File: src/sv/dlob_pkg.sv
// Shared types and constants of the door-left-open beep timer.
package dlob_pkg;

   localparam int CSR_INDEX_WIDTH = 3;
   localparam int CSR_DATA_WIDTH  = 16;
   localparam int DELAY_REG_WIDTH = 16;

   localparam logic [15:0] OPEN_DELAY_RESET        = 16'd30000;
   localparam logic [7:0]  BURST_REPEATS_RESET     = 8'd5;
   localparam logic [7:0]  TICKS_PER_PERIOD_RESET  = 8'd98;
   localparam logic [7:0]  PERIODS_PER_BURST_RESET = 8'd10;
   localparam logic [7:0]  BURSTS_UNLIMITED        = 8'd255;

   typedef enum logic [CSR_INDEX_WIDTH-1:0] {
      CSR_ENABLED           = 3'd0,
      CSR_OPEN_DELAY_MS     = 3'd1,
      CSR_BURST_REPEATS     = 3'd2,
      CSR_TICKS_PER_PERIOD  = 3'd3,
      CSR_PERIODS_PER_BURST = 3'd4
   } csr_index_type;

   typedef struct packed {
      logic                       enabled;
      logic [DELAY_REG_WIDTH-1:0] open_delay_ms;
      logic [7:0]                 burst_repeats;
      logic [7:0]                 ticks_per_period;
      logic [7:0]                 periods_per_burst;
   } cfg_type;

   typedef struct packed {
      logic ms_strobe;
      logic beep_strobe;
      logic door_closed;
      logic star_pressed;
   } req_type;

   typedef struct packed {
      logic       beep_drive;
      logic [7:0] bursts_left;
      logic       is_inhibited;
   } rsp_type;

endpackage

File: src/sv/dlob_ifs.sv
// Channel interfaces: request, response and register write.
interface dlob_req_if;
   logic valid;
   logic ready;
   logic ms_strobe;
   logic beep_strobe;
   logic door_closed;
   logic star_pressed;
   modport source (output valid, ms_strobe, beep_strobe, door_closed, star_pressed,
                   input ready);
   modport sink (input valid, ms_strobe, beep_strobe, door_closed, star_pressed,
                 output ready);
endinterface

interface dlob_rsp_if;
   logic       valid;
   logic       ready;
   logic       beep_drive;
   logic [7:0] bursts_left;
   logic       is_inhibited;
   modport source (output valid, beep_drive, bursts_left, is_inhibited, input ready);
   modport sink (input valid, beep_drive, bursts_left, is_inhibited, output ready);
endinterface

interface dlob_csr_if;
   logic                                 valid;
   logic                                 ready;
   logic [dlob_pkg::CSR_INDEX_WIDTH-1:0] index;
   logic [dlob_pkg::CSR_DATA_WIDTH-1:0]  data;
   modport source (output valid, index, data, input ready);
   modport sink (input valid, index, data, output ready);
endinterface

File: src/sv/dlob_csr.sv
// Configuration register file.
module dlob_csr (
   input  logic                                 clock,
   input  logic                                 reset,
   input  logic                                 wr_en,
   input  logic [dlob_pkg::CSR_INDEX_WIDTH-1:0] wr_index,
   input  logic [dlob_pkg::CSR_DATA_WIDTH-1:0]  wr_data,
   output dlob_pkg::cfg_type                    cfg
);

   dlob_pkg::cfg_type cfg_ff;

   always_ff @(posedge clock) begin
      if (reset) begin
         cfg_ff.enabled           <= 1'b0;
         cfg_ff.open_delay_ms     <= dlob_pkg::OPEN_DELAY_RESET;
         cfg_ff.burst_repeats     <= dlob_pkg::BURST_REPEATS_RESET;
         cfg_ff.ticks_per_period  <= dlob_pkg::TICKS_PER_PERIOD_RESET;
         cfg_ff.periods_per_burst <= dlob_pkg::PERIODS_PER_BURST_RESET;
      end else if (wr_en) begin
         unique case (dlob_pkg::csr_index_type'(wr_index))
            dlob_pkg::CSR_ENABLED:           cfg_ff.enabled           <= wr_data[0];
            dlob_pkg::CSR_OPEN_DELAY_MS:     cfg_ff.open_delay_ms     <= wr_data;
            dlob_pkg::CSR_BURST_REPEATS:     cfg_ff.burst_repeats     <= wr_data[7:0];
            dlob_pkg::CSR_TICKS_PER_PERIOD:  cfg_ff.ticks_per_period  <= wr_data[7:0];
            dlob_pkg::CSR_PERIODS_PER_BURST: cfg_ff.periods_per_burst <= wr_data[7:0];
            default: ;
         endcase
      end
   end

   assign cfg = cfg_ff;

endmodule

File: src/sv/dlob_engine.sv
// Trigger and burst state with its one-step update logic.
module dlob_engine #(
   parameter int DELAY_WIDTH = 16
) (
   input  logic              clock,
   input  logic              reset,
   input  logic              advance,
   input  dlob_pkg::req_type item,
   input  dlob_pkg::cfg_type cfg,
   output dlob_pkg::rsp_type result
);

   localparam int KEEP = (DELAY_WIDTH < dlob_pkg::DELAY_REG_WIDTH) ?
                         DELAY_WIDTH : dlob_pkg::DELAY_REG_WIDTH;

   logic [7:0]           period_count_ff, period_count_in;
   logic [7:0]           tick_count_ff, tick_count_in;
   logic [7:0]           burst_count_ff, burst_count_in;
   logic                 inhibit_ff, inhibit_in;
   logic                 door_was_open_ff, door_was_open_in;
   logic [DELAY_WIDTH:0] open_ms_ff, open_ms_in;
   logic                 beep_level_ff, beep_level_in;
   logic [DELAY_WIDTH:0] delay_ext;

   assign delay_ext = {{(DELAY_WIDTH + 1 - KEEP){1'b0}}, cfg.open_delay_ms[KEEP-1:0]};

   always_comb begin
      period_count_in  = period_count_ff;
      tick_count_in    = tick_count_ff;
      burst_count_in   = burst_count_ff;
      inhibit_in       = inhibit_ff;
      door_was_open_in = door_was_open_ff;
      open_ms_in       = open_ms_ff;
      beep_level_in    = beep_level_ff;

      if (cfg.enabled) begin
         if (item.star_pressed) begin
            inhibit_in = 1'b1;
         end
         if (item.door_closed) begin
            inhibit_in       = 1'b0;
            burst_count_in   = cfg.burst_repeats;
            door_was_open_in = 1'b0;
         end else begin
            if (!door_was_open_ff) begin
               door_was_open_in = 1'b1;
               open_ms_in       = '0;
            end else if (item.ms_strobe && open_ms_ff != '1) begin
               open_ms_in = open_ms_ff + 1'b1;
            end
            if (open_ms_in > delay_ext) begin
               if (!inhibit_in) begin
                  if (burst_count_ff != 8'd0) begin
                     period_count_in = cfg.periods_per_burst;
                     tick_count_in   = 8'd0;
                  end
                  if (burst_count_ff != 8'd0 && burst_count_ff != dlob_pkg::BURSTS_UNLIMITED) begin
                     burst_count_in = burst_count_ff - 8'd1;
                  end
               end
               open_ms_in = '0;
            end
         end
      end

      if (item.beep_strobe) begin
         if (tick_count_in != 8'd0) begin
            tick_count_in = tick_count_in - 8'd1;
         end else begin
            if (!period_count_in[0]) begin
               beep_level_in = 1'b0;
            end
            if (period_count_in != 8'd0) begin
               period_count_in = period_count_in - 8'd1;
               tick_count_in   = cfg.ticks_per_period;
               if (period_count_in[0]) begin
                  beep_level_in = 1'b1;
               end
            end
         end
      end
   end

   always_ff @(posedge clock) begin
      if (reset) begin
         period_count_ff  <= 8'd0;
         tick_count_ff    <= 8'd0;
         burst_count_ff   <= 8'd0;
         inhibit_ff       <= 1'b0;
         door_was_open_ff <= 1'b0;
         open_ms_ff       <= '0;
         beep_level_ff    <= 1'b0;
      end else if (advance) begin
         period_count_ff  <= period_count_in;
         tick_count_ff    <= tick_count_in;
         burst_count_ff   <= burst_count_in;
         inhibit_ff       <= inhibit_in;
         door_was_open_ff <= door_was_open_in;
         open_ms_ff       <= open_ms_in;
         beep_level_ff    <= beep_level_in;
      end
   end

   assign result.beep_drive   = beep_level_in;
   assign result.bursts_left  = burst_count_in;
   assign result.is_inhibited = inhibit_in;

endmodule

File: src/sv/door_left_open_beep_timer_core.sv
// Top level of the door-left-open beep timer.
//
//   channel | dir | handshake     | payload
//   req     | in  | valid / ready | ms_strobe, beep_strobe, door_closed, star_pressed
//   rsp     | out | valid / ready | beep_drive, bursts_left, is_inhibited
//   csr     | in  | valid / ready | index, data (ready always high)
//
// One request per clock unless the response stalls; each request passes the request
// register and then the response register. The step update is one pass of logic
// between the two; the state registers update when a request moves to the response.
// Synchronous reset clears the state, the pipeline valids and loads register defaults.
// A stalled response holds the request register, and req.ready drops only then.
module door_left_open_beep_timer_core #(
   parameter int DELAY_WIDTH = 16
) (
   input logic        clock,
   input logic        reset,
   dlob_req_if.sink   req,
   dlob_rsp_if.source rsp,
   dlob_csr_if.sink   csr
);

   dlob_pkg::cfg_type cfg;
   dlob_pkg::req_type item_ff;
   dlob_pkg::rsp_type step_result;
   dlob_pkg::rsp_type rsp_ff;
   logic              in_valid_ff;
   logic              rsp_valid_ff;
   logic              advance;

   assign csr.ready = 1'b1;

   dlob_csr u_csr (
      .clock    (clock),
      .reset    (reset),
      .wr_en    (csr.valid),
      .wr_index (csr.index),
      .wr_data  (csr.data),
      .cfg      (cfg)
   );

   assign advance   = in_valid_ff && (!rsp_valid_ff || rsp.ready);
   assign req.ready = !in_valid_ff || advance;

   always_ff @(posedge clock) begin
      if (reset) begin
         in_valid_ff <= 1'b0;
      end else if (req.ready) begin
         in_valid_ff <= req.valid;
      end
   end

   always_ff @(posedge clock) begin
      if (req.ready && req.valid) begin
         item_ff.ms_strobe    <= req.ms_strobe;
         item_ff.beep_strobe  <= req.beep_strobe;
         item_ff.door_closed  <= req.door_closed;
         item_ff.star_pressed <= req.star_pressed;
      end
   end

   dlob_engine #(
      .DELAY_WIDTH (DELAY_WIDTH)
   ) u_engine (
      .clock   (clock),
      .reset   (reset),
      .advance (advance),
      .item    (item_ff),
      .cfg     (cfg),
      .result  (step_result)
   );

   always_ff @(posedge clock) begin
      if (reset) begin
         rsp_valid_ff <= 1'b0;
      end else if (advance) begin
         rsp_valid_ff <= 1'b1;
      end else if (rsp.ready) begin
         rsp_valid_ff <= 1'b0;
      end
   end

   always_ff @(posedge clock) begin
      if (advance) begin
         rsp_ff <= step_result;
      end
   end

   assign rsp.valid        = rsp_valid_ff;
   assign rsp.beep_drive   = rsp_ff.beep_drive;
   assign rsp.bursts_left  = rsp_ff.bursts_left;
   assign rsp.is_inhibited = rsp_ff.is_inhibited;

   a_stall_blocks_req: assert property (@(posedge clock) disable iff (reset)
      (in_valid_ff && rsp_valid_ff && !rsp.ready) |-> !req.ready)
      else $error("request taken while response stalled");

   a_req_lands: assert property (@(posedge clock) disable iff (reset)
      (req.valid && req.ready) |=> in_valid_ff)
      else $error("accepted request lost");

   a_advance_gives_rsp: assert property (@(posedge clock) disable iff (reset)
      advance |=> rsp_valid_ff)
      else $error("step produced no response");

endmodule
File: src/flat_wrapper.sv
// flat-port wrapper written by rule: the top's interface ports become plain ports
module door_left_open_beep_timer_core_flat 
#(
   parameter int DELAY_WIDTH = 16
)
  (clock, reset, req_valid, req_ms_strobe, req_beep_strobe, req_door_closed, req_star_pressed, req_ready, rsp_valid, rsp_beep_drive, rsp_bursts_left, rsp_is_inhibited, rsp_ready, csr_valid, csr_index, csr_data, csr_ready);
  dlob_req_if req_i ();
  dlob_rsp_if rsp_i ();
  dlob_csr_if csr_i ();
  input logic clock;
  input logic reset;
  input wire logic [$bits(req_i.valid)-1:0] req_valid;
  input wire logic [$bits(req_i.ms_strobe)-1:0] req_ms_strobe;
  input wire logic [$bits(req_i.beep_strobe)-1:0] req_beep_strobe;
  input wire logic [$bits(req_i.door_closed)-1:0] req_door_closed;
  input wire logic [$bits(req_i.star_pressed)-1:0] req_star_pressed;
  output wire logic [$bits(req_i.ready)-1:0] req_ready;
  output wire logic [$bits(rsp_i.valid)-1:0] rsp_valid;
  output wire logic [$bits(rsp_i.beep_drive)-1:0] rsp_beep_drive;
  output wire logic [$bits(rsp_i.bursts_left)-1:0] rsp_bursts_left;
  output wire logic [$bits(rsp_i.is_inhibited)-1:0] rsp_is_inhibited;
  input wire logic [$bits(rsp_i.ready)-1:0] rsp_ready;
  input wire logic [$bits(csr_i.valid)-1:0] csr_valid;
  input wire logic [$bits(csr_i.index)-1:0] csr_index;
  input wire logic [$bits(csr_i.data)-1:0] csr_data;
  output wire logic [$bits(csr_i.ready)-1:0] csr_ready;
  assign req_i.valid = req_valid;
  assign req_i.ms_strobe = req_ms_strobe;
  assign req_i.beep_strobe = req_beep_strobe;
  assign req_i.door_closed = req_door_closed;
  assign req_i.star_pressed = req_star_pressed;
  assign req_ready = req_i.ready;
  assign rsp_valid = rsp_i.valid;
  assign rsp_beep_drive = rsp_i.beep_drive;
  assign rsp_bursts_left = rsp_i.bursts_left;
  assign rsp_is_inhibited = rsp_i.is_inhibited;
  assign rsp_i.ready = rsp_ready;
  assign csr_i.valid = csr_valid;
  assign csr_i.index = csr_index;
  assign csr_i.data = csr_data;
  assign csr_ready = csr_i.ready;
  door_left_open_beep_timer_core #(.DELAY_WIDTH(DELAY_WIDTH)) u_core (.clock(clock), .reset(reset), .req(req_i), .rsp(rsp_i), .csr(csr_i));
endmodule
File: config.mk
export PLATFORM = sky130hd
export DESIGN_NAME = door_left_open_beep_timer_core_flat
export DESIGN_NICKNAME = d
export VERILOG_FILES = /design/src/sv/dlob_pkg.sv /design/src/sv/dlob_ifs.sv /design/src/sv/dlob_csr.sv /design/src/sv/dlob_engine.sv /design/src/sv/door_left_open_beep_timer_core.sv /design/src/flat_wrapper.sv
export SDC_FILE = /design/constraint.sdc
export NUM_CORES = 1
export LEC_CHECK = 0
export BUFFER_PORTS_ARGS = -buffer_cell sky130_fd_sc_hd__buf_2
export CELL_PAD_IN_SITES_DETAIL_PLACEMENT = 1
export CELL_PAD_IN_SITES_GLOBAL_PLACEMENT = 1
export CORE_AREA = 3 3 112 114
export DETAILED_ROUTE_END_ITERATION = 7
export DIE_AREA = 0 0 115 117
export GPL_ROUTABILITY_DRIVEN = 0
export PLACE_DENSITY = 0.92
export SYNTH_ARGS = -nofsm -noshare
export SYNTH_HDL_FRONTEND = slang
export SYNTH_SLANG_ARGS = --single-unit
File: constraint.sdc
create_clock -name clock -period 10.3 [get_ports clock]
set_input_delay 3.09 -clock clock [delete_from_list [all_inputs] [get_ports clock]]
set_output_delay 3.09 -clock clock [all_outputs]
set_load 0.005 [all_outputs]
==> run metrics <==
Slew @ Worst Pin 0.989 ns; Clock Path Buffers 2; Num CTS Buffers 9; Hold Violations, Final 0; critical path's slowest cell nor3_1; cell repeated most along the worst path nand2_1; Worst Setup End Kind register; Synth Register Bits 101; Die ar. 13500 um2; CTS root buffer clkbuf_16; core area 11500 um2; CP Buf/Inv Count 0; top cell type's share of synthesized area 0.306; setup bufs post-CTS 0; PortBufs 39; Mean Syn Cell Area roughly 8.1 um2; status completed; drt wl/cell approximately 20 um; Stages on worst setup path 23; dpl ws roughly 3.5 ns; worst hold path depth 2; unrepaired setup endpoints after global routing no; largest net degree at the start of global routing between 50 and 60; M1 WL approximately 7400 um; Nets a little under 800; main area contributors after synthesis dfxtp_1, nand2_1, edfxtp_1, ha_1, a21oi_1; Vias/cell 6.37; Hold Path Sink u_core.u_csr.cfg[25]; WL met3 859 um; DR WL met2 9000 um; R2R Path End u_core.u_engine.period_count_ff[7]; crit share post-route 0.663; Distinct cells, synth 68; Max-cap violations 0; CTS Sinks approximately 100; total track usage 0.272; count leader, synth nand2_1; skew final ~0.0098 ns; Pwr Density between 100 and 150 nW/um2; Critical Path AT 7.08 ns; post-route insts no fill around 870; CTS H-Tree Depth 3; DP HPWL 12400 um; DR iter-0 viols between 400 and 500; # rows 39; Most used DFF post-synth dfxtp_1; crit path max fanout 22; Remaining DRCs 0; Slew headroom 0.338; # diodes 0; final worst setup slack roughly 3.5 ns; synthesized cell area between 5000 and 6000 um2; Worst VDD drop 0.0000793 V; grt total ovfl 0; Startpoint Class register; Post-synth ARST share 0; Worst Path Required roughly 11 ns; CTS tree done; hold-fix buffer count after cts 0; placed insts around 850; TritonRoute pass-1 iters 5; Max Slew Vio Count 0; Setup violations, final 0; Final min period just under 7 ns; share of layout cells above drive strength 1 0.101; yosys warns 0; R2R setup slack 3.47 ns; HP Class register to register; dominant cell type by area after synthesis dfxtp_1; clk_lat worst skew about 0.36 ns; Final ANT Viol Nets 0; Fin Setup TNS 0 ns; Chip Width around 120 um; maximum clock rate roughly 150 MHz; sequential cell area fraction in the yosys report 0.380; crit path cell chain and4_1, and2_1, and4_1, ha_1, nand2b_1, nor3_1, nand3_1, xnor2_1, and2_1, ha_1, and3_1, nand2_1, or3_1, o22ai_2, nand2_1, nand2_1, ha_1, nand2_1, or4_1, or3_1, xor2_1, nand2_1, a32o_1; highest layer used for signal routing met4; Worst Setup Path Type register to register; first-pass GRT wire length a little under 30000 um; starting density of the core 0.494; Routed Wire Length roughly 18000 um; initial antenna violation count 0; Top-Level Pins 41; post-CTS resize count 0; Synth Instances roughly 700; leakage 2.34 nW; R2R Path Start u_core.u_engine.open_ms_ff[8]; Post-synth EDFFs 14; routed vias ~5500; filler instances approximately 1400; Post-synth top cells nand2_1, dfxtp_1, a21oi_1; hold path start u_core.u_csr.cfg[25]; chip height 117 um; Synth Net Count 755; CTS clk-pin slew, worst paths about 0.070 ns; P&R area growth vs syn 9.08%; Worst Reg-to-Reg Cells 23; Top delay family on crit path simple AND/OR/NAND/NOR gates; slowest cell delay on critical path 0.63 ns; vias in the first global route approximately 5700
## cell type report
cell class	instances	area, um2	area share
Clock buffer	12	258	0.0415
Clock inverter	3	22.5	0.00363
Inverter	31	116	0.0187
Multi-Input combinational cell	533	3240	0.522
Sequential cell	101	2160	0.348
Tap cell	143	179	0.0288
Timing Repair Buffer	44	233	0.0375
## worst max-delay path by stage
stage                                                     to                           from  slack [ns]
after floorplan                                    req_ready                      rsp_ready        3.85
after global placement                             req_ready                      rsp_ready        3.63
after detailed placement                           req_ready                      rsp_ready        3.52
after CTS                                          req_ready                      rsp_ready        3.51
after global routing      u_core.u_engine.period_count_ff[7]  u_core.u_engine.open_ms_ff[7]        3.05
final                     u_core.u_engine.period_count_ff[7]  u_core.u_engine.open_ms_ff[8]        3.47
## kinds of logic after synthesis
group / Yosys count / synth area share
other: 1 / 0.000659
AND/OR/NAND/NOR: 309 / 0.264
adder cells (fa/ha/maj): 23 / 0.0506
AO/OA/AOI/OAI: 167 / 0.202
flip-flops: 101 / 0.380
multiplexers: 9 / 0.0158
XOR/XNOR: 24 / 0.0369
buffers and inverters: 70 / 0.0512
## per-layer routing
layer / track usage / vias to the layer above
met1: 0.343 / 2749
met2: 0.476 / 182
met5: 0 / -
met3: 0.0303 / 32
li1: - / 2560
met4: 0.106 / 0
## power breakdown
part           internal (mW)  switching (mW)  total (mW)
Combinational         0.0613           0.105       0.167
Clock                  0.178           0.155       0.333
Sequential             0.414          0.0174       0.432
## sequential cells by signal, summed over array words and instances, names as in the netlist
signal                            count
u_core.u_engine.open_ms_ff           17
u_core.u_engine.door_was_open_ff      1
u_core.u_engine.burst_count_ff        8
u_core.item_ff                        4
u_core.u_engine.beep_level_ff         1
u_core.u_engine.tick_count_ff         8
u_core.in_valid_ff                    1
u_core.rsp.bursts_left                8
u_core.u_engine.inhibit_ff            1
u_core.u_csr.cfg                     41
u_core.rsp.beep_drive                 1
u_core.rsp.is_inhibited               1
u_core.u_engine.period_count_ff       8
u_core.rsp.valid                      1
## cells in the final DEF (no fill, tap or decap), types with 3 or more instances in the layout
| master | Yosys | final |
|---|---|---|
| nand2_1 | 122 | 122 |
| dfxtp_1 | 87 | 87 |
| a21oi_1 | 55 | 55 |
| nor2_1 | 42 | 42 |
| nand3_1 | 40 | 40 |
| buf_2 | 8 | 39 |
| inv_1 | 30 | 30 |
| o21ai_0 | 27 | 27 |
| nor3_1 | 27 | 27 |
| ha_1 | 23 | 23 |
| and2_1 | 14 | 14 |
| edfxtp_1 | 14 | 14 |
| and3_1 | 12 | 12 |
| xnor2_1 | 12 | 12 |
| xor2_1 | 12 | 12 |
| o211ai_1 | 11 | 11 |
| nand4_1 | 10 | 10 |
| clkbuf_16 | 0 | 10 |
| mux2i_1 | 9 | 9 |
| a31oi_1 | 9 | 9 |
| nor2b_1 | 8 | 8 |
| a22o_1 | 8 | 8 |
| a32o_1 | 8 | 8 |
| or3_1 | 7 | 7 |
| a22oi_1 | 7 | 7 |
| a211oi_1 | 6 | 6 |
| and4_1 | 5 | 5 |
| nor4_1 | 5 | 5 |
| a211o_1 | 5 | 5 |
| buf_4 | 1 | 5 |
| o22ai_1 | 3 | 3 |
| a221o_1 | 3 | 3 |
## worst reg2reg max path, cell delays in order, from the launching register on
cell,delay [ns]
dfxtp_1,0.35
and4_1,0.20
and2_1,0.21
and4_1,0.20
ha_1,0.19
nand2b_1,0.21
nor3_1,0.63
nand3_1,0.18
xnor2_1,0.16
and2_1,0.17
ha_1,0.30
and3_1,0.20
nand2_1,0.08
or3_1,0.40
o22ai_2,0.42
nand2_1,0.61
nand2_1,0.25
ha_1,0.29
nand2_1,0.27
or4_1,0.54
or3_1,0.36
xor2_1,0.16
nand2_1,0.08
a32o_1,0.25
## per-stage QoR
stage | utilization | power (mW) | hold slack (ns) | cell area, um2
final | 0.539 | 0.931 | 0.454 | 6210
after floorplan | - | 0.552 | 0.429 | 5690
after global placement | 0.515 | 0.592 | 0.444 | 5930
after detailed placement | 0.515 | 0.601 | 0.446 | 5930
after global routing | 0.539 | 0.966 | 0.473 | 6210
after CTS | 0.539 | 0.929 | 0.457 | 6210
Note: power is estimated with default switching activity, not from simulation.
